**src/rtl/ordered_set_table_assert.svh**
```systemverilog
// Assertion macros for the ordered set table top level.
`ifndef ORDERED_SET_TABLE_ASSERT_SVH
`define ORDERED_SET_TABLE_ASSERT_SVH

// Same-cycle implication, disabled while reset is asserted.
`define OST_ASSERT_IMP(label, clk, rst_n, ante, cons, msg) \
    label: assert property (@(posedge clk) disable iff (!(rst_n)) (ante) |-> (cons)) \
        else $error(msg);

// Next-cycle implication, disabled while reset is asserted.
`define OST_ASSERT_NXT(label, clk, rst_n, ante, cons, msg) \
    label: assert property (@(posedge clk) disable iff (!(rst_n)) (ante) |=> (cons)) \
        else $error(msg);

`endif

```
**src/rtl/ost_pkg.sv**
```systemverilog
// Package for the ordered set table: field widths, command codes, cell control.
package ost_pkg;

    localparam int CAPACITY_DEF = 64;
    localparam int CMD_W        = 2;
    localparam int ELEM_W       = 32;
    localparam int COUNT_W      = 7;

    localparam logic [CMD_W-1:0] CMD_INSERT = 2'd0;
    localparam logic [CMD_W-1:0] CMD_REMOVE = 2'd1;
    localparam logic [CMD_W-1:0] CMD_QUERY  = 2'd2;

    typedef struct packed {
        logic load;   // write the transaction value into the cell at the tail
        logic shift;  // close the gap left by a removed entry
    } t_cell_ctl;

endpackage

```
**src/rtl/ost_pfx.sv**
```systemverilog
// Pipelined prefix-OR over the cell match flags, one doubling step per stage.
module ost_pfx
    import ost_pkg::*;
#(
    parameter int N = CAPACITY_DEF
) (
    input  logic         i_clk,
    input  logic [N-1:0] i_bits,
    output logic [N-1:0] o_bits
);

    localparam int L = $clog2(N);

    logic [N-1:0] w_lvl [0:L];
    logic [N-1:0] r_stg [0:L-1];

    assign w_lvl[0] = i_bits;

    for (genvar k = 0; k < L; k++) begin : g_stage
        always_ff @(posedge i_clk) begin
            r_stg[k] <= w_lvl[k] | (w_lvl[k] << (1 << k));
        end
        assign w_lvl[k+1] = r_stg[k];
    end

    assign o_bits = w_lvl[L];

endmodule

```
**src/rtl/ost_cell.sv**
```systemverilog
// One table cell: holds a value, flags a match, loads or takes its neighbor's value.
module ost_cell
    import ost_pkg::*;
#(
    parameter int IDX   = 0,
    parameter int CNT_W = 7
) (
    input  logic                     i_clk,
    input  t_cell_ctl                i_ctl,
    input  logic        [CNT_W-1:0]  i_occ,
    input  logic signed [ELEM_W-1:0] i_elem,
    input  logic signed [ELEM_W-1:0] i_next,
    input  logic                     i_pref,
    output logic signed [ELEM_W-1:0] o_value,
    output logic                     o_hit
);

    logic signed [ELEM_W-1:0] r_value;
    logic                     r_hit;

    always_ff @(posedge i_clk) begin
        // only cells below the occupancy take part in the lookup
        r_hit <= (r_value == i_elem) && (CNT_W'(IDX) < i_occ);
        if (i_ctl.load && (i_occ == CNT_W'(IDX))) begin
            r_value <= i_elem;
        end else if (i_ctl.shift && i_pref) begin
            r_value <= i_next;
        end
    end

    assign o_value = r_value;
    assign o_hit   = r_hit;

endmodule

```
**src/rtl/ordered_set_table.sv**
```systemverilog
// Ordered set table top level: command sequencer, occupancy and a row of cells.
// The result is registered at commit, after the prefix-OR pipeline locates the matching cell.
// One transaction at a time: o_stall holds off new commands until the sequencer is idle,
// and the commit waits while the result output is stalled.
// Reset: synchronous, active low; clears sequencer, occupancy and output valid.
// Cell contents are not cleared; cells at or above the occupancy take no part in the lookup.
`include "ordered_set_table_assert.svh"

module ordered_set_table
    import ost_pkg::*;
#(
    parameter int CAPACITY = CAPACITY_DEF
) (
    input  logic                      i_clk,
    input  logic                      i_rst_n,
    input  logic                      i_valid,
    output logic                      o_stall,
    input  logic        [CMD_W-1:0]   i_cmd,
    input  logic signed [ELEM_W-1:0]  i_element,
    output logic                      o_valid,
    input  logic                      i_stall,
    output logic                      o_ok,
    output logic        [COUNT_W-1:0] o_count
);

    localparam int CNT_W = $clog2(CAPACITY + 1);
    localparam int L     = $clog2(CAPACITY);
    localparam int SCW   = (L > 1) ? $clog2(L) : 1;

    typedef enum logic [3:0] {
        ST_IDLE   = 4'b0001,
        ST_MATCH  = 4'b0010,
        ST_SCAN   = 4'b0100,
        ST_COMMIT = 4'b1000
    } t_state;

    t_state                   r_state, n_state;
    logic        [SCW-1:0]    r_scan,  n_scan;
    logic        [CNT_W-1:0]  r_occ,   n_occ;
    logic        [CMD_W-1:0]  r_cmd;
    logic signed [ELEM_W-1:0] r_elem;
    logic                     r_out_valid;
    logic                     r_ok;
    logic        [COUNT_W-1:0] r_count;

    logic                     n_ok;
    logic                     w_commit;
    logic                     w_out_free;
    logic                     w_present;
    logic                     w_full;
    t_cell_ctl                w_ctl;
    logic        [CAPACITY-1:0] w_hit;
    logic        [CAPACITY-1:0] w_pref;
    logic signed [ELEM_W-1:0] w_value [0:CAPACITY-1];

    for (genvar i = 0; i < CAPACITY; i++) begin : g_cell
        logic signed [ELEM_W-1:0] w_next;
        if (i == CAPACITY - 1) begin : g_last
            assign w_next = w_value[i];
        end else begin : g_mid
            assign w_next = w_value[i+1];
        end
        ost_cell #(
            .IDX   (i),
            .CNT_W (CNT_W)
        ) u_cell (
            .i_clk   (i_clk),
            .i_ctl   (w_ctl),
            .i_occ   (r_occ),
            .i_elem  (r_elem),
            .i_next  (w_next),
            .i_pref  (w_pref[i]),
            .o_value (w_value[i]),
            .o_hit   (w_hit[i])
        );
    end

    ost_pfx #(
        .N (CAPACITY)
    ) u_pfx (
        .i_clk  (i_clk),
        .i_bits (w_hit),
        .o_bits (w_pref)
    );

    assign w_present  = w_pref[CAPACITY-1];
    assign w_full     = (r_occ == CNT_W'(CAPACITY));
    assign w_out_free = !r_out_valid || !i_stall;

    always_comb begin
        n_state  = r_state;
        n_scan   = r_scan;
        n_occ    = r_occ;
        n_ok     = 1'b0;
        w_commit = 1'b0;
        w_ctl    = '0;
        case (r_state)
            ST_IDLE: begin
                if (i_valid) begin
                    n_state = ST_MATCH;
                end
            end
            ST_MATCH: begin
                n_scan  = SCW'(L - 1);
                n_state = ST_SCAN;
            end
            ST_SCAN: begin
                if (r_scan == '0) begin
                    n_state = ST_COMMIT;
                end else begin
                    n_scan = r_scan - 1'b1;
                end
            end
            ST_COMMIT: begin
                if (w_out_free) begin
                    w_commit = 1'b1;
                    n_state  = ST_IDLE;
                    case (r_cmd)
                        CMD_INSERT: begin
                            if (!w_present && !w_full) begin
                                w_ctl.load = 1'b1;
                                n_occ      = r_occ + 1'b1;
                                n_ok       = 1'b1;
                            end
                        end
                        CMD_REMOVE: begin
                            if (w_present) begin
                                w_ctl.shift = 1'b1;
                                n_occ       = r_occ - 1'b1;
                                n_ok        = 1'b1;
                            end
                        end
                        CMD_QUERY: begin
                            n_ok = w_present;
                        end
                        default: begin
                            n_ok = 1'b0;
                        end
                    endcase
                end
            end
            default: begin
                n_state = ST_IDLE;
            end
        endcase
    end

    always_ff @(posedge i_clk) begin
        if (!i_rst_n) begin
            r_state     <= ST_IDLE;
            r_scan      <= '0;
            r_occ       <= '0;
            r_out_valid <= 1'b0;
        end else begin
            r_state <= n_state;
            r_scan  <= n_scan;
            r_occ   <= n_occ;
            if (w_commit) begin
                r_out_valid <= 1'b1;
            end else if (!i_stall) begin
                r_out_valid <= 1'b0;
            end
        end
    end

    always_ff @(posedge i_clk) begin
        if ((r_state == ST_IDLE) && i_valid) begin
            r_cmd  <= i_cmd;
            r_elem <= i_element;
        end
        if (w_commit) begin
            r_ok    <= n_ok;
            r_count <= COUNT_W'(n_occ);
        end
    end

    assign o_stall = (r_state != ST_IDLE);
    assign o_valid = r_out_valid;
    assign o_ok    = r_ok;
    assign o_count = r_count;

    `OST_ASSERT_IMP(a_occ_bound, i_clk, i_rst_n, 1'b1, r_occ <= CNT_W'(CAPACITY), "occupancy above capacity")
    `OST_ASSERT_IMP(a_single_hit, i_clk, i_rst_n, r_state == ST_SCAN, $onehot0(w_hit), "value held in more than one cell")
    `OST_ASSERT_NXT(a_ins_count, i_clk, i_rst_n, w_commit && w_ctl.load, r_occ == $past(r_occ) + 1'b1, "insert did not grow occupancy")
    `OST_ASSERT_IMP(a_out_src, i_clk, i_rst_n, $rose(o_valid), $past(r_state == ST_COMMIT), "result raised outside commit")

endmodule
```
**config.mk**
```make
export PLATFORM = sky130hd
export DESIGN_NAME = ordered_set_table
export DESIGN_NICKNAME = d
export VERILOG_FILES = /design/src/rtl/ost_pkg.sv /design/src/rtl/ost_pfx.sv /design/src/rtl/ost_cell.sv /design/src/rtl/ordered_set_table.sv
export VERILOG_INCLUDE_DIRS = /design/src /design/src/rtl
export SDC_FILE = /design/constraint.sdc
export NUM_CORES = 2
export LEC_CHECK = 0
export ABC_CLOCK_PERIOD_IN_PS = 12360
export BUFFER_PORTS_ARGS = -buffer_cell sky130_fd_sc_hd__buf_4
export CAP_MARGIN = 20
export CORE_MARGIN = 2
export CORE_UTILIZATION = 56
export CTS_BUF_LIST = sky130_fd_sc_hd__clkbuf_4
export CTS_CLUSTER_SIZE = 14
export DETAILED_ROUTE_END_ITERATION = 10
export PLACE_DENSITY = 0.72
export SYNTH_ARGS = -nofsm -noshare
export SYNTH_HDL_FRONTEND = slang
export SYNTH_SLANG_ARGS = --single-unit
```
**constraint.sdc**
```tcl
create_clock -name i_clk -period 12.36 [get_ports i_clk]
set_clock_uncertainty 0.05 [all_clocks]
set_input_delay 3.09 -clock i_clk [delete_from_list [all_inputs] [get_ports i_clk]]
set_output_delay 3.09 -clock i_clk [all_outputs]
set_load 0.01 [all_outputs]
```
==> summary.md <==
| Metric | Value |
|---|---|
| Outcome | finished clean |
| Reg-to-reg startpoint | r_cmd[0] |
| CTS buffer count | 665 |
| Number of global-route vias before repair | 75270 |
| LEAKAGE | 0.04609 uW |
| DR vias | 74910 |
| Post CTS Setup Buffer Count | 0 |
| Die Ht | 475.6 um |
| CTS tree | built |
| Initial core utilization | 56.20% |
| Min-delay src | u_pfx.r_stg[2][5] |
| H-tree Lvls | 6 |
| Reg2reg setup slack | 7.70 ns |
| Final WL | 349.8 mm |
| Switch Pwr | 4333 uW |
| Initial antenna violation count | 18 |
| Core area | 0.2217 sq mm |
| Power density cells | 129.1 mW/mm^2 |
| CP max stage cell | dfxtp_1 |
| Minimum clock period | 5.867 ns |
| Hold Path Class | reg2reg |
| Share of cells above drive strength 1 | 39.00% |
| Largest net degree at the start of global routing | 75 |
| R2R depth | 9 |
| # rows | 173 |
| Clock Latency Late Sink | 1.46 ns |
| DRT Pass-1 Iters | 8 |
| F_max | 170.5 MHz |
| Grt ovf | 0 |
| Most frequent cells in the layout | edfxtp_1 (2090), mux2_2 (1972), xor2_1 (1580), clkbuf_4 (978), xnor2_1 (465) |
| Seq pwr share | 51.9% |
| Post-synth cell types | 73 |
| Clk network pwr share | 41.8% |
| Power Total | 17710 uW |
| CP Capture Type | output pin |
| Root Driver | clkbuf_4 |
| Resized Gates After CTS | 0 |
| Estimated wirelength of the detail-placed design | 234.1 mm |
| Most common cell after layout, fill and taps aside | edfxtp_1 |
| Total track usage | 30.65% |
| VDD IR max | 122.5 uV |
| Switch share | 24.47% |
| IO Port Bufs | 47 |
| Final GP Congestion | 0.9394 |
| Starting DRT DRC Count | 8834 |
| Nets | 9119 |
| Flops & latches, synth | 2553 |
| Hold buffers post-CTS | 0 |
| Drc violations | 0 |
| First-pass GRT wire length | 510.2 mm |
| Slew @ Worst Pin | 1.174 ns |
| Final Hold Vio Count | 0 |
| Synth Flop Type | edfxtp_1 |
| Top post-synthesis cells by area | edfxtp_1 (50%), mux2_2 (18%), xor2_1 (11%) |
| Die X | 475.6 um |
| Critical path buffer and inverter count | 2 |
| Hold Crit Endpoint | u_pfx.r_stg[3][5] |
| Internal | 13370 uW |
| Comb power frac | 6.3% |
| Critical path's top delay family | buffers and inverters |
| Mapped Cells | 8779 |
| EDFF count, synth | 2090 |
| CTS clk-pin slew, worst paths | 0.07 ns |
| Syn_nets | 8827 |
| DIE AREA | 0.2262 sq mm |
| Register area share after synthesis | 57.83% |
| Worst Setup Start Kind | flop |
| Final Cycle Share | 47.46% |
| Critical path class | reg2out |
| Layout area overhead | 10.14% |
| RR Endpoint | g_cell[40].u_cell.o_value[0] |
| Fin. max-slew vios | 0 |
| Yosys warning total | 0 |
| Max incr delay on CP | 0.42 ns |
| Slew HR | 21.18% |
| Post-synth top area cell | edfxtp_1 |
| Clk sinks | 2553 |
| Cell Area, Synth | 0.1246 sq mm |
| Critical path arrival | 2.73 ns |
| Max-Cap Viols | 0 |
| Final setup fails | 0 |
| Average wire per standard cell | 27.88 um |
| Syn Area/Cell | 14.19 sq um |
| Final TNS setup | 0 ns |
| Crit-path cells | nor4b_1 -> inv_1 -> buf_4 |
| WP data required | 9.22 ns |
| Hold depth | 0 |
| DR vias/cell | 5.969 |
| RSZ-0062 raised after global routing | no |
| DRT antenna net count | 0 |
| Clk buf depth | 4 |
| Share of Yosys cell area claimed by the top area cell type | 50.38% |
| IO Count | 48 |
| Ys async rst share | 0% |
| Crit Path Max Fanout | 5 |
area by class of cell:
type	instances	area, sq um
multi-input combinational	5520	49600
clock buffer	978	7342
sequential	2553	72030
inverter	15	57.56
fill	16920	84450
antenna	12	30.03
tap	2975	3722
clock inverter	181	1037
timing repair buffer	316	3382
kinds of logic after synthesis:
family                   after synthesis  share of synthesized area [%]
AO/OA/AOI/OAI                        120                         0.7172
flip-flops                          2553                          57.83
buffers and inverters                706                          2.430
AND/OR/NAND/NOR                     1333                          6.274
adder cells (fa/ha/maj)               10                         0.1004
multiplexers                        2012                          18.27
XOR/XNOR                            2045                          14.38
layer usage:
| layer | up-vias | track usage [%] | wire (um) |
|---|---|---|---|
| met3 | 610 | 6.339 | 31830 |
| met1 | 37670 | 43.90 | 149600 |
| met5 | - | 0 | 78 |
| li1 | 32870 | - | - |
| met2 | 3746 | 45.93 | 156300 |
| met4 | 12 | 11.70 | 11990 |
worst max path at each step:
stage / startpoint / endpoint / slack [ns] / cells past startpoint
floorplan: i_stall / g_cell[63].u_cell.o_value[0] / 6.15 / 3
global placement: i_stall / g_cell[52].u_cell.o_value[14] / 5.20 / 6
detailed placement: i_stall / g_cell[56].u_cell.o_value[11] / 5.07 / 6
CTS: r_state[0] / o_stall / 6.42 / 3
global route: r_state[0] / o_stall / 6.39 / 3
finish: r_state[0] / o_stall / 6.49 / 3
sequential cells by signal, summed over array words and instances (netlist names):
name                   flops
o_count                    7
r_occ                      7
r_elem                    32
o_ok                       1
g_cell.u_cell.o_value   2048
r_cmd                      2
g_cell.u_cell.o_hit       64
r_scan                     3
o_valid                    1
r_state                    4
u_pfx.r_stg              384
through the flow:
step	area [sq um]	util (%)	hold WS, ns	worst slack, ns	instances
after floorplan	124600	-	0.2731	6.150	8779
after global placement	127800	57.66	0.2777	5.197	11340
after detailed placement	128300	57.90	0.2793	5.071	11360
after CTS	136700	61.68	0.2855	6.415	12520
after global routing	137200	61.89	0.2699	6.389	12540
final	137200	61.90	0.2849	6.493	12550
power by group through the flow:
stage               logic [uW]  clock network, uW  registers [uW]
global route              1160               7950            9190
global placement          1080                  0            9380
floorplan                  696                  0            9370
finish                    1110               7410            9190
CTS                       1090               7510            9190
detailed placement        1090                  0            9380
synthesized netlist by cell type (6+ instances only):
cell type and instances:
nand2_1 149, a2111oi_0 9, a21oi_1 13, a21o_1 25, nand3_1 79, mux2_2 1972, buf_2 222, and2_1 17
clkbuf_1 328, mux2_1 9, dfxtp_1 463, inv_1 14, and3_1 6, mux2_4 29, nor2_2 6, nand4_1 168
nand2_2 13, o211ai_1 8, nor3_1 76, xnor2_1 465, xor2_1 1580, buf_1 130, nor2b_1 7, nor4_1 414
edfxtp_1 2090, or2_2 326, nand2b_1 7, o2111ai_1 18, nor2_1 33, ha_1 10, o21ai_0 14
Power figures use the tool's default switching activity.
